<file path="src/hdl/led_fx_pkg.sv">
package led_fx_pkg;

   localparam int LED_COUNT_DEF = 16;

   localparam int CMD_W      = 2;
   localparam int DUR_W      = 16;
   localparam int PIX_IDX_W  = 6;
   localparam int CHAN_W     = 8;
   localparam int CSR_IDX_W  = 3;
   localparam int CSR_DATA_W = 16;
   localparam int STYLE_W    = 3;
   localparam int PCT_W      = 7;
   localparam int PROD_W     = 15;
   localparam int SPAN_PROD_W = 14;

   localparam logic [DUR_W-1:0]   INTERVAL_RST = 16'd45;
   localparam logic [CHAN_W-1:0]  BLUE_RST     = 8'd40;
   localparam logic [PCT_W-1:0]   USER_BRT_RST = 7'd20;
   localparam logic [PCT_W-1:0]   MOOD_BRT_RST = 7'd100;

   localparam logic [7:0]         PHASE_STEP   = 8'd7;
   localparam logic [10:0]        HAPPY_SPREAD = 11'd21;
   localparam logic [PCT_W-1:0]   CALM_LO      = 7'd24;
   localparam logic [PCT_W-1:0]   CALM_SPAN    = 7'd54;
   localparam logic [PCT_W-1:0]   SLEEPY_LO    = 7'd12;
   localparam logic [PCT_W-1:0]   SLEEPY_SPAN  = 7'd33;
   localparam logic [PCT_W-1:0]   HAPPY_LO     = 7'd28;
   localparam logic [PCT_W-1:0]   HAPPY_SPAN   = 7'd72;
   localparam logic [PCT_W-1:0]   SPARK_PCT    = 7'd24;
   localparam logic [PCT_W-1:0]   COMET_HEAD   = 7'd100;
   localparam logic [PCT_W-1:0]   COMET_NEAR   = 7'd60;
   localparam logic [PCT_W-1:0]   COMET_FAR    = 7'd30;
   localparam logic [PCT_W-1:0]   COMET_BG     = 7'd28;
   localparam logic [PCT_W-1:0]   DIM_RG       = 7'd70;
   localparam logic [PCT_W-1:0]   DIM_B        = 7'd85;
   localparam logic [PCT_W-1:0]   PCT_FULL     = 7'd100;
   localparam logic [CHAN_W-1:0]  CHAN_MAX     = 8'd255;

   typedef enum logic [CMD_W-1:0] {
      CMD_TICK   = 2'd0,
      CMD_ACCENT = 2'd1,
      CMD_RENDER = 2'd2
   } cmd_code_type;

   typedef enum logic [CSR_IDX_W-1:0] {
      REG_STYLE    = 3'd0,
      REG_INTERVAL = 3'd1,
      REG_BOOST    = 3'd2,
      REG_RED      = 3'd3,
      REG_GREEN    = 3'd4,
      REG_BLUE     = 3'd5,
      REG_USER_BRT = 3'd6,
      REG_MOOD_BRT = 3'd7
   } csr_index_type;

   typedef enum logic [STYLE_W-1:0] {
      STYLE_CALM   = 3'd0,
      STYLE_SLEEPY = 3'd1,
      STYLE_HAPPY  = 3'd2,
      STYLE_SPARK  = 3'd3,
      STYLE_COMET  = 3'd4
   } style_type;

   typedef enum logic [1:0] {
      MUL_SCALE,
      MUL_DIM,
      MUL_BOOST
   } mul_sel_type;

   typedef enum logic [3:0] {
      ST_IDLE,
      ST_PCT,
      ST_SCALE_MUL,
      ST_SCALE_DIV,
      ST_DIM_MUL,
      ST_DIM_DIV,
      ST_BOOST_MUL,
      ST_BOOST_DIV,
      ST_OUT
   } state_type;

   typedef struct packed {
      logic        take;
      logic        calc_pct;
      logic        mul;
      logic        div;
      mul_sel_type sel;
      logic        out_load;
   } dp_cmd_type;

   typedef struct packed {
      logic frame_go;
      logic raw;
      logic dim;
      logic last;
      logic out_free;
   } dp_status_type;

   // triangle wave over the 8-bit phase, 0..127
   function automatic logic [PCT_W-1:0] tri_of(input logic [7:0] ph);
      return ph[7] ? ~ph[6:0] : ph[6:0];
   endfunction

   // floor(x / 127) for x below 127 * 72 + 127
   function automatic logic [PCT_W-1:0] div127(input logic [SPAN_PROD_W-1:0] x);
      logic [PCT_W-1:0] q0;
      logic [7:0]       r;
      q0 = x[13:7];
      r  = {1'b0, x[6:0]} + {1'b0, q0};
      return q0 + PCT_W'(r >= 8'd127);
   endfunction

   // floor(x / 100) by reciprocal, exact over the 15-bit range used here
   function automatic logic [8:0] div100(input logic [PROD_W-1:0] x);
      logic [27:0] p;
      p = 28'(x) * 28'd5243;
      return p[27:19];
   endfunction

   // flash frames are those where (phase / 12) mod 3 is zero
   function automatic logic spark_on(input logic [7:0] ph);
      logic [18:0] m;
      logic [7:0]  q;
      logic        on;
      m = 19'(ph) * 19'd171;
      q = m[18:11];
      case (q) inside
         8'd0, 8'd3, 8'd6, 8'd9, 8'd12, 8'd15, 8'd18, 8'd21: on = 1'b1;
         default: on = 1'b0;
      endcase
      return on;
   endfunction

endpackage

</file>
<file path="src/hdl/led_fx_if.sv">
interface led_fx_req_if;
   import led_fx_pkg::*;
   logic                 valid;
   logic                 ready;
   logic [CMD_W-1:0]     command;
   logic [DUR_W-1:0]     accent_duration_ms;
   modport source (output valid, command, accent_duration_ms, input ready);
   modport sink (input valid, command, accent_duration_ms, output ready);
endinterface

interface led_fx_rsp_if;
   import led_fx_pkg::*;
   logic                 valid;
   logic                 ready;
   logic [PIX_IDX_W-1:0] pixel_index;
   logic [CHAN_W-1:0]    red;
   logic [CHAN_W-1:0]    green;
   logic [CHAN_W-1:0]    blue;
   logic [CHAN_W-1:0]    strip_level;
   logic                 last_pixel;
   modport source (output valid, pixel_index, red, green, blue, strip_level, last_pixel,
                   input ready);
   modport sink (input valid, pixel_index, red, green, blue, strip_level, last_pixel,
                 output ready);
endinterface

interface led_fx_csr_if;
   import led_fx_pkg::*;
   logic                  valid;
   logic                  ready;
   logic [CSR_IDX_W-1:0]  reg_index;
   logic [CSR_DATA_W-1:0] wdata;
   modport source (output valid, reg_index, wdata, input ready);
   modport sink (input valid, reg_index, wdata, output ready);
endinterface

</file>
<file path="src/hdl/led_fx_ctrl.sv">
module led_fx_ctrl (
   input  logic                       clock,
   input  logic                       reset,
   input  led_fx_pkg::dp_status_type  status,
   output led_fx_pkg::dp_cmd_type     cmd
);
   import led_fx_pkg::*;

   state_type state_ff;
   state_type state_in;

   always_ff @(posedge clock) begin
      if (reset) begin
         state_ff <= ST_IDLE;
      end else begin
         state_ff <= state_in;
      end
   end

   always_comb begin
      state_in = state_ff;
      cmd      = '0;
      cmd.sel  = MUL_SCALE;
      case (state_ff)
         ST_IDLE: begin
            cmd.take = 1'b1;
            if (status.frame_go) state_in = ST_PCT;
         end
         ST_PCT: begin
            cmd.calc_pct = 1'b1;
            // flash pixels skip scaling and accent
            state_in = status.raw ? ST_OUT : ST_SCALE_MUL;
         end
         ST_SCALE_MUL: begin
            cmd.mul  = 1'b1;
            state_in = ST_SCALE_DIV;
         end
         ST_SCALE_DIV: begin
            cmd.div  = 1'b1;
            state_in = status.dim ? ST_DIM_MUL : ST_BOOST_MUL;
         end
         ST_DIM_MUL: begin
            cmd.mul  = 1'b1;
            cmd.sel  = MUL_DIM;
            state_in = ST_DIM_DIV;
         end
         ST_DIM_DIV: begin
            cmd.div  = 1'b1;
            cmd.sel  = MUL_DIM;
            state_in = ST_BOOST_MUL;
         end
         ST_BOOST_MUL: begin
            cmd.mul  = 1'b1;
            cmd.sel  = MUL_BOOST;
            state_in = ST_BOOST_DIV;
         end
         ST_BOOST_DIV: begin
            cmd.div  = 1'b1;
            cmd.sel  = MUL_BOOST;
            state_in = ST_OUT;
         end
         ST_OUT: begin
            if (status.out_free) begin
               cmd.out_load = 1'b1;
               state_in     = status.last ? ST_IDLE : ST_PCT;
            end
         end
         default: state_in = ST_IDLE;
      endcase
   end

endmodule

</file>
<file path="src/hdl/led_fx_dp.sv">
module led_fx_dp #(
   parameter int LED_COUNT = led_fx_pkg::LED_COUNT_DEF
) (
   input  logic                       clock,
   input  logic                       reset,
   led_fx_req_if.sink                 req_ch,
   led_fx_rsp_if.source               rsp_ch,
   led_fx_csr_if.sink                 csr_ch,
   input  led_fx_pkg::dp_cmd_type     cmd,
   output led_fx_pkg::dp_status_type  status
);
   import led_fx_pkg::*;

   localparam int PIX_W = (LED_COUNT > 1) ? $clog2(LED_COUNT) : 1;
   localparam logic [PIX_W-1:0] PIX_LAST = PIX_W'(LED_COUNT - 1);

   // configuration
   logic [STYLE_W-1:0] style_ff;
   logic [DUR_W-1:0]   interval_ff;
   logic [PCT_W-1:0]   boost_ff;
   logic [CHAN_W-1:0]  base_ff [3];
   logic [PCT_W-1:0]   user_brt_ff;
   logic [PCT_W-1:0]   mood_brt_ff;

   // animation state
   logic [DUR_W-1:0]   elapsed_ff, elapsed_in;
   logic [PIX_W-1:0]   offset_ff, offset_in;
   logic [7:0]         phase_ff, phase_in;
   logic [DUR_W-1:0]   accent_ff, accent_in;

   // per-pixel datapath
   logic [PIX_W-1:0]   pixel_ff;
   logic [PCT_W-1:0]   pct_ff, pct_in;
   logic               dim_ff, dim_in;
   logic               raw_in;
   logic [CHAN_W-1:0]  chan_ff [3];
   logic [PROD_W-1:0]  prod_ff [3];
   logic [PCT_W-1:0]   factor [3];
   logic [8:0]         quot [3];
   logic [9:0]         bsum [3];
   logic [CHAN_W-1:0]  div_res [3];
   logic [PCT_W-1:0]   amt;

   // strip level
   logic [PCT_W-1:0]   ub, mb, brt_min;
   logic [PROD_W-1:0]  lvl_prod_ff;
   logic [8:0]         lvl_quot;
   logic [CHAN_W-1:0]  level_ff;

   // output register
   logic                 rsp_valid_ff;
   logic [PIX_IDX_W-1:0] rsp_pix_ff;
   logic [CHAN_W-1:0]    rsp_chan_ff [3];
   logic [CHAN_W-1:0]    rsp_level_ff;
   logic                 rsp_last_ff;

   logic               accept;
   logic [DUR_W-1:0]   elapsed_inc;
   logic               fire;
   logic               frame_go;
   logic               last;

   logic [5:0]         i6, off6, pix_dist;
   logic [10:0]        spread;
   logic [7:0]         happy_ph;
   logic [PCT_W-1:0]   tri_val, span, lo;
   logic [SPAN_PROD_W-1:0] span_prod;

   assign accept = req_ch.valid && cmd.take;
   assign req_ch.ready = cmd.take;
   assign csr_ch.ready = 1'b1;

   // configuration writes
   always_ff @(posedge clock) begin
      if (reset) begin
         style_ff    <= '0;
         interval_ff <= INTERVAL_RST;
         boost_ff    <= '0;
         base_ff[0]  <= '0;
         base_ff[1]  <= '0;
         base_ff[2]  <= BLUE_RST;
         user_brt_ff <= USER_BRT_RST;
         mood_brt_ff <= MOOD_BRT_RST;
      end else if (csr_ch.valid) begin
         case (csr_index_type'(csr_ch.reg_index))
            REG_STYLE:    style_ff    <= csr_ch.wdata[STYLE_W-1:0];
            REG_INTERVAL: interval_ff <= csr_ch.wdata[DUR_W-1:0];
            REG_BOOST:    boost_ff    <= csr_ch.wdata[PCT_W-1:0];
            REG_RED:      base_ff[0]  <= csr_ch.wdata[CHAN_W-1:0];
            REG_GREEN:    base_ff[1]  <= csr_ch.wdata[CHAN_W-1:0];
            REG_BLUE:     base_ff[2]  <= csr_ch.wdata[CHAN_W-1:0];
            REG_USER_BRT: user_brt_ff <= csr_ch.wdata[PCT_W-1:0];
            REG_MOOD_BRT: mood_brt_ff <= csr_ch.wdata[PCT_W-1:0];
            default: ;
         endcase
      end
   end

   // command handling
   always_comb begin
      elapsed_inc = (elapsed_ff == '1) ? elapsed_ff : elapsed_ff + 1'b1;
      fire        = elapsed_inc >= interval_ff;
      elapsed_in  = elapsed_ff;
      offset_in   = offset_ff;
      phase_in    = phase_ff;
      accent_in   = accent_ff;
      frame_go    = 1'b0;
      if (accept) begin
         case (cmd_code_type'(req_ch.command))
            CMD_TICK: begin
               if (accent_ff != '0) accent_in = accent_ff - 1'b1;
               if (fire) begin
                  elapsed_in = '0;
                  offset_in  = (offset_ff == PIX_LAST) ? '0 : offset_ff + 1'b1;
                  phase_in   = phase_ff + PHASE_STEP;
                  frame_go   = 1'b1;
               end else begin
                  elapsed_in = elapsed_inc;
               end
            end
            CMD_ACCENT: accent_in = req_ch.accent_duration_ms;
            CMD_RENDER: frame_go = 1'b1;
            default: ;
         endcase
      end
   end

   always_ff @(posedge clock) begin
      if (reset) begin
         elapsed_ff <= '0;
         offset_ff  <= '0;
         phase_ff   <= '0;
         accent_ff  <= '0;
      end else begin
         elapsed_ff <= elapsed_in;
         offset_ff  <= offset_in;
         phase_ff   <= phase_in;
         accent_ff  <= accent_in;
      end
   end

   // per-pixel percent from the style
   always_comb begin
      i6       = 6'(pixel_ff);
      off6     = 6'(offset_ff);
      spread   = 11'(i6) * HAPPY_SPREAD;
      happy_ph = phase_ff + spread[7:0];
      pix_dist = (i6 >= off6) ? i6 - off6 : off6 - i6;
      tri_val  = tri_of(phase_ff);
      span     = CALM_SPAN;
      lo       = CALM_LO;
      raw_in   = 1'b0;
      dim_in   = 1'b0;
      case (style_ff)
         STYLE_CALM: begin
            span = CALM_SPAN;
            lo   = CALM_LO;
         end
         STYLE_SLEEPY: begin
            span   = SLEEPY_SPAN;
            lo     = SLEEPY_LO;
            dim_in = (i6[0] == off6[1]);
         end
         STYLE_HAPPY: begin
            tri_val = tri_of(happy_ph);
            span    = HAPPY_SPAN;
            lo      = HAPPY_LO;
         end
         default: ;
      endcase
      span_prod = SPAN_PROD_W'(tri_val) * SPAN_PROD_W'(span);
      case (style_ff)
         STYLE_CALM, STYLE_SLEEPY, STYLE_HAPPY: pct_in = lo + div127(span_prod);
         STYLE_SPARK: begin
            pct_in = SPARK_PCT;
            raw_in = spark_on(phase_ff) && (i6[0] == off6[0]);
         end
         default: begin
            // comet head and tail, never below the background glow
            case (pix_dist)
               6'd0:    pct_in = COMET_HEAD;
               6'd1:    pct_in = COMET_NEAR;
               6'd2:    pct_in = COMET_FAR;
               default: pct_in = COMET_BG;
            endcase
         end
      endcase
   end

   assign amt = (accent_ff != '0) ? boost_ff : '0;

   always_comb begin
      for (int c = 0; c < 3; c++) begin
         case (cmd.sel)
            MUL_SCALE: factor[c] = pct_ff;
            MUL_DIM:   factor[c] = (c == 2) ? DIM_B : DIM_RG;
            default:   factor[c] = amt;
         endcase
         quot[c] = div100(prod_ff[c]);
         bsum[c] = 10'(chan_ff[c]) + 10'(quot[c]);
         if (cmd.sel == MUL_BOOST) begin
            div_res[c] = (bsum[c] > 10'(CHAN_MAX)) ? CHAN_MAX : bsum[c][7:0];
         end else begin
            div_res[c] = quot[c][7:0];
         end
      end
   end

   always_ff @(posedge clock) begin
      if (cmd.calc_pct) begin
         pct_ff <= pct_in;
         dim_ff <= dim_in;
      end
      for (int c = 0; c < 3; c++) begin
         if (cmd.calc_pct) begin
            chan_ff[c] <= raw_in ? CHAN_MAX : base_ff[c];
         end else if (cmd.div) begin
            chan_ff[c] <= div_res[c];
         end
         if (cmd.mul) prod_ff[c] <= PROD_W'(chan_ff[c]) * PROD_W'(factor[c]);
      end
   end

   always_ff @(posedge clock) begin
      if (reset) begin
         pixel_ff <= '0;
      end else if (accept) begin
         pixel_ff <= '0;
      end else if (cmd.out_load && !last) begin
         pixel_ff <= pixel_ff + 1'b1;
      end
   end

   assign last = (pixel_ff == PIX_LAST);

   // strip level follows the brightness registers
   always_comb begin
      ub      = (user_brt_ff > PCT_FULL) ? PCT_FULL : user_brt_ff;
      mb      = (mood_brt_ff > PCT_FULL) ? PCT_FULL : mood_brt_ff;
      brt_min = (ub < mb) ? ub : mb;
   end

   assign lvl_quot = div100(lvl_prod_ff);

   always_ff @(posedge clock) begin
      lvl_prod_ff <= PROD_W'(brt_min) * PROD_W'(CHAN_MAX);
      level_ff    <= lvl_quot[7:0];
   end

   // output register
   always_ff @(posedge clock) begin
      if (reset) begin
         rsp_valid_ff <= 1'b0;
      end else if (cmd.out_load) begin
         rsp_valid_ff <= 1'b1;
      end else if (rsp_ch.ready) begin
         rsp_valid_ff <= 1'b0;
      end
   end

   always_ff @(posedge clock) begin
      if (cmd.out_load) begin
         rsp_pix_ff   <= PIX_IDX_W'(pixel_ff);
         rsp_chan_ff  <= chan_ff;
         rsp_level_ff <= level_ff;
         rsp_last_ff  <= last;
      end
   end

   assign rsp_ch.valid       = rsp_valid_ff;
   assign rsp_ch.pixel_index = rsp_pix_ff;
   assign rsp_ch.red         = rsp_chan_ff[0];
   assign rsp_ch.green       = rsp_chan_ff[1];
   assign rsp_ch.blue        = rsp_chan_ff[2];
   assign rsp_ch.strip_level = rsp_level_ff;
   assign rsp_ch.last_pixel  = rsp_last_ff;

   assign status.frame_go = frame_go;
   assign status.raw      = raw_in;
   assign status.dim      = dim_ff;
   assign status.last     = last;
   assign status.out_free = !rsp_valid_ff || rsp_ch.ready;

endmodule

</file>
<file path="src/hdl/led_strip_effect_generator_unit.sv">
// LED strip effect generator. Commands arrive on req_ch (tick, start accent, render now);
// a tick that does not complete a frame interval, an accent start and an unknown command
// emit no pixels and leave the unit ready. A tick that completes the interval, and every
// render command, emit LED_COUNT pixel transactions on rsp_ch, pixel 0 first, last_pixel
// set on the final one. Each pixel runs through one shared three-channel multiply and
// divide-by-100 unit in steps: percent, scale, dim (dimmed sleepy-drift pixels only), boost,
// output; spark flash pixels go from percent to output. Output waits while the output register
// holds a pixel that rsp_ch.ready has not taken. A new command is taken once the last pixel of
// the frame sits in the output register. Register writes on csr_ch are always ready and
// belong between frames; strip_level follows a brightness write via lvl_prod_ff and level_ff.
module led_strip_effect_generator_unit #(
   parameter int LED_COUNT = led_fx_pkg::LED_COUNT_DEF
) (
   input  logic          clock,
   input  logic          reset,
   led_fx_req_if.sink    req_ch,
   led_fx_rsp_if.source  rsp_ch,
   led_fx_csr_if.sink    csr_ch
);
   import led_fx_pkg::*;

   dp_cmd_type    cmd;
   dp_status_type status;

   led_fx_ctrl u_ctrl (
      .clock  (clock),
      .reset  (reset),
      .status (status),
      .cmd    (cmd)
   );

   led_fx_dp #(
      .LED_COUNT (LED_COUNT)
   ) u_dp (
      .clock  (clock),
      .reset  (reset),
      .req_ch (req_ch),
      .rsp_ch (rsp_ch),
      .csr_ch (csr_ch),
      .cmd    (cmd),
      .status (status)
   );

endmodule

</file>
<file path="src/flat_wrapper.sv">
// flat-port wrapper written by rule: the top's interface ports become plain ports
module led_strip_effect_generator_unit_flat import led_fx_pkg::*;
#(
   parameter int LED_COUNT = led_fx_pkg::LED_COUNT_DEF
)
  (clock, reset, req_ch_valid, req_ch_command, req_ch_accent_duration_ms, req_ch_ready, rsp_ch_valid, rsp_ch_pixel_index, rsp_ch_red, rsp_ch_green, rsp_ch_blue, rsp_ch_strip_level, rsp_ch_last_pixel, rsp_ch_ready, csr_ch_valid, csr_ch_reg_index, csr_ch_wdata, csr_ch_ready);
  led_fx_req_if req_ch_i ();
  led_fx_rsp_if rsp_ch_i ();
  led_fx_csr_if csr_ch_i ();
  input  logic clock;
  input  logic reset;
  input wire logic [$bits(req_ch_i.valid)-1:0] req_ch_valid;
  input wire logic [$bits(req_ch_i.command)-1:0] req_ch_command;
  input wire logic [$bits(req_ch_i.accent_duration_ms)-1:0] req_ch_accent_duration_ms;
  output wire logic [$bits(req_ch_i.ready)-1:0] req_ch_ready;
  output wire logic [$bits(rsp_ch_i.valid)-1:0] rsp_ch_valid;
  output wire logic [$bits(rsp_ch_i.pixel_index)-1:0] rsp_ch_pixel_index;
  output wire logic [$bits(rsp_ch_i.red)-1:0] rsp_ch_red;
  output wire logic [$bits(rsp_ch_i.green)-1:0] rsp_ch_green;
  output wire logic [$bits(rsp_ch_i.blue)-1:0] rsp_ch_blue;
  output wire logic [$bits(rsp_ch_i.strip_level)-1:0] rsp_ch_strip_level;
  output wire logic [$bits(rsp_ch_i.last_pixel)-1:0] rsp_ch_last_pixel;
  input wire logic [$bits(rsp_ch_i.ready)-1:0] rsp_ch_ready;
  input wire logic [$bits(csr_ch_i.valid)-1:0] csr_ch_valid;
  input wire logic [$bits(csr_ch_i.reg_index)-1:0] csr_ch_reg_index;
  input wire logic [$bits(csr_ch_i.wdata)-1:0] csr_ch_wdata;
  output wire logic [$bits(csr_ch_i.ready)-1:0] csr_ch_ready;
  assign req_ch_i.valid = req_ch_valid;
  assign req_ch_i.command = req_ch_command;
  assign req_ch_i.accent_duration_ms = req_ch_accent_duration_ms;
  assign req_ch_ready = req_ch_i.ready;
  assign rsp_ch_valid = rsp_ch_i.valid;
  assign rsp_ch_pixel_index = rsp_ch_i.pixel_index;
  assign rsp_ch_red = rsp_ch_i.red;
  assign rsp_ch_green = rsp_ch_i.green;
  assign rsp_ch_blue = rsp_ch_i.blue;
  assign rsp_ch_strip_level = rsp_ch_i.strip_level;
  assign rsp_ch_last_pixel = rsp_ch_i.last_pixel;
  assign rsp_ch_i.ready = rsp_ch_ready;
  assign csr_ch_i.valid = csr_ch_valid;
  assign csr_ch_i.reg_index = csr_ch_reg_index;
  assign csr_ch_i.wdata = csr_ch_wdata;
  assign csr_ch_ready = csr_ch_i.ready;
  led_strip_effect_generator_unit #(.LED_COUNT(LED_COUNT)) u_core (.clock(clock), .reset(reset), .req_ch(req_ch_i), .rsp_ch(rsp_ch_i), .csr_ch(csr_ch_i));
endmodule
</file>
<file path="config.mk">
export PLATFORM = sky130hd
export DESIGN_NAME = led_strip_effect_generator_unit_flat
export DESIGN_NICKNAME = d
export VERILOG_FILES = /design/src/hdl/led_fx_pkg.sv /design/src/hdl/led_fx_if.sv /design/src/hdl/led_fx_ctrl.sv /design/src/hdl/led_fx_dp.sv /design/src/hdl/led_strip_effect_generator_unit.sv /design/src/flat_wrapper.sv
export SDC_FILE = /design/constraint.sdc
export NUM_CORES = 2
export LEC_CHECK = 0
export BUFFER_PORTS_ARGS = -buffer_cell sky130_fd_sc_hd__clkbuf_2
export CORE_MARGIN = 5
export CORE_UTILIZATION = 48
export DETAILED_ROUTE_END_ITERATION = 10
export SETUP_SLACK_MARGIN = 0.2
export SLEW_MARGIN = 20
export SYNTH_ARGS = -nofsm -noshare
export SYNTH_HDL_FRONTEND = slang
export SYNTH_SLANG_ARGS = --single-unit
</file>
<file path="constraint.sdc">
create_clock -name clock -period 22.7 [get_ports clock]
set_input_delay 2.27 -clock clock [delete_from_list [all_inputs] [get_ports clock]]
set_output_delay 2.27 -clock clock [all_outputs]
set_load 0.1 [all_outputs]
</file>
==> reports/metrics.cfg <==
[timing]
fin_tns_setup_ps = 0
worst_pin_slew_ps = 1010
slew_viol_final = 0
setup_violations = 0
finalClockSkew_ps = 14.5
hold_viol_final = 0
max_freq_mhz = 103
relSlewSlack = 0.318
period_minus_slack_ps = 9760
rsz0062_at_grt = no
period_share = 0.430

[min_path]
worstHoldPathType = flop to flop

[critical_path]
end_kind = flop
crit_fanout = 8
r2r_setup_slack_ps = 12940
start_kind = flop
critPathArrivalTime_ps = 10080
critPathKind = flop to flop
required_ps = 23030
crit_slowest_cell = xnor2_1
crit_path_max_incr_delay_ps = 720

[floorplan]
dieHeight_um = 283
start_util = 0.483
die_area_um2 = 80200
rows = 100
die_x_um = 283
io_pins = 84
coreArea_um2 = 74200

[yosys]
ys_ff_latch = 254
synth_edf_count = 138
seq_area_frac_synth = 0.181
postSynthAreaPerCell_um2 = 9.64
ys_async_sr_fraction = 0
synth_warnings = 0
synth_area_leaders = ha_1 24%, fa_1 24%, edfxtp_1 12%
synth-main-ff-cell = edfxtp_1
ys_types = 87
synth_area_um2 = 35800
synth_top_area_share = 0.242
syn_inst = 3715
synth_area_leader_cell = ha_1

[cells_and_area]
nets = 4946
drive_gt1_frac = 0.0546
final_common_cell = inv_1
final_cell_mix = 818 x inv_1, 692 x ha_1, 427 x fa_1
final_util = 0.517
syn_to_final_growth_pct = 7.14

[cts]
clkSlewWorstSetupHoldPaths_ps = 70
clockRootBuffer = clkbuf_16
cts-buffers-inserted = 31
cts_max_path_buffers = 3
cts_max_level = 1
cts_resized = 0
hold_buffers = 0
cts_setup_buffers = 0
cts_tree = done
cts.sinks = 254
clk_latency_ps = 590

[route]
drc = 0
wire_per_inst_um = 15.4
drt-total-wl_mm = 73.5
vias = 24600
viasPerCell = 5.14
ant_nets = 0
firstDrtPassIters = 5
drt_iter0_drc = 882

[global_routing]
grt_overflow = 0
grt_max_degree = 55
grt_usage = 0.187
grt_pass1_wl_mm = 127
grt_pass1_vias = 25400
antenna_found_initial = 4

[placement]
port_buffers = 80
dp_hpwl_mm = 61.4
gp_congestion = 0.825

[outcome]
outcome = finished, final reports clean

[job]
maxCapViolations = 0

per-layer routing:
metal	vias to the layer above	GRT usage	wire length [um]
met1	11900	0.265	35800
met2	277	0.320	34400
met5	-	0	28
li1	12300	-	-
met3	71	0.0182	2070
met4	4	0.0304	1130
flip-flops by register name, indices dropped and copies added (netlist names), 3 cells and up:
signal and cells:
u_core.u_dp.prod_ff 45, u_core.u_dp.base_ff 24, u_core.u_dp.chan_ff 24, u_core.u_dp.accent_ff 16
u_core.u_dp.elapsed_ff 16, u_core.u_dp.interval_ff 16, u_core.u_dp.lvl_prod_ff 15, u_core.u_dp.level_ff 8
u_core.u_dp.phase_ff 8, u_core.u_dp.rsp_ch.blue 8, u_core.u_dp.rsp_ch.green 8, u_core.u_dp.rsp_ch.red 8
u_core.u_dp.rsp_ch.strip_level 8, u_core.u_dp.boost_ff 7, u_core.u_dp.mood_brt_ff 7, u_core.u_dp.pct_ff 7
u_core.u_dp.user_brt_ff 7, u_core.u_ctrl.state_ff 4, u_core.u_dp.offset_ff 4, u_core.u_dp.pixel_ff 4
u_core.u_dp.rsp_ch.pixel_index 4, u_core.u_dp.style_ff 3
Yosys cell counts (all sizes together), types with 21 or more instances:
| master | count |
|---|---|
| a21o | 47 |
| a21oi | 167 |
| and2 | 89 |
| clkbuf | 50 |
| dfxtp | 116 |
| edfxtp | 138 |
| fa | 427 |
| ha | 692 |
| inv | 818 |
| nand2 | 260 |
| nand2b | 21 |
| nand3 | 33 |
| nor2 | 190 |
| nor2b | 31 |
| nor3 | 46 |
| o21ai | 90 |
| o21bai | 24 |
| xnor2 | 118 |
| xor2 | 39 |
worst max-delay path: cells and delay by family, from the launching register on:
kind                       cells  cell delay [ps]
DFF                            1              500
and+or+nand+nor                4              500
buffers and inverters          7              360
xor gates and xnor gates       4             1400
AOI/OAI and AO/OA             14             2440
adders and majority gates     12             4320
stage by stage:
step                setup WS [ps]  instances  area (um^2)  hold WS, ps
floorplan                   13840       3716        35800          386
global placement            13150       4721        37300          388
detailed placement          13030       4721        37300          392
CTS                         12970       4778        38400          406
global route                12170       4780        38400          414
finish                      12940       4780        38400          405
cell type report:
type                    count  area, um^2
fillers                  6897       35800
multi-input cells        2584       26100
flip-flops and latches    254        6470
inverters                 818        3070
well taps                 969        1210
clock buffers              31         776
repair buffers             96         523
clock inverters            26         250
diodes                      2        5.00
final timing paths:
| check | startpoint | to | depth (start not counted) |
|---|---|---|---|
| setup / recovery | u_core.u_dp.pixel_ff[3] | u_core.u_dp.pct_ff[6] | 41 |
| hold / removal | u_core.u_dp.level_ff[2] | u_core.u_dp.rsp_ch.strip_level[2] | 0 |
| setup reg to reg | u_core.u_dp.pixel_ff[3] | u_core.u_dp.pct_ff[6] | 41 |
| hold reg to reg | u_core.u_dp.level_ff[2] | u_core.u_dp.rsp_ch.strip_level[2] | 0 |
logic make-up after synthesis:
group,count (synthesis),share of synthesized area
AOI/OAI and AO/OA,520,0.0992
xor gates and xnor gates,157,0.0384
adders and majority gates,1119,0.480
buffers and inverters,878,0.0927
DFF,254,0.181
muxes,26,0.00748
other,2,0.000210
and+or+nand+nor,759,0.101
Power is left out: the tool's default activity adds up to more than one toggle a clock period on the data nets, which glitch-free logic cannot reach.
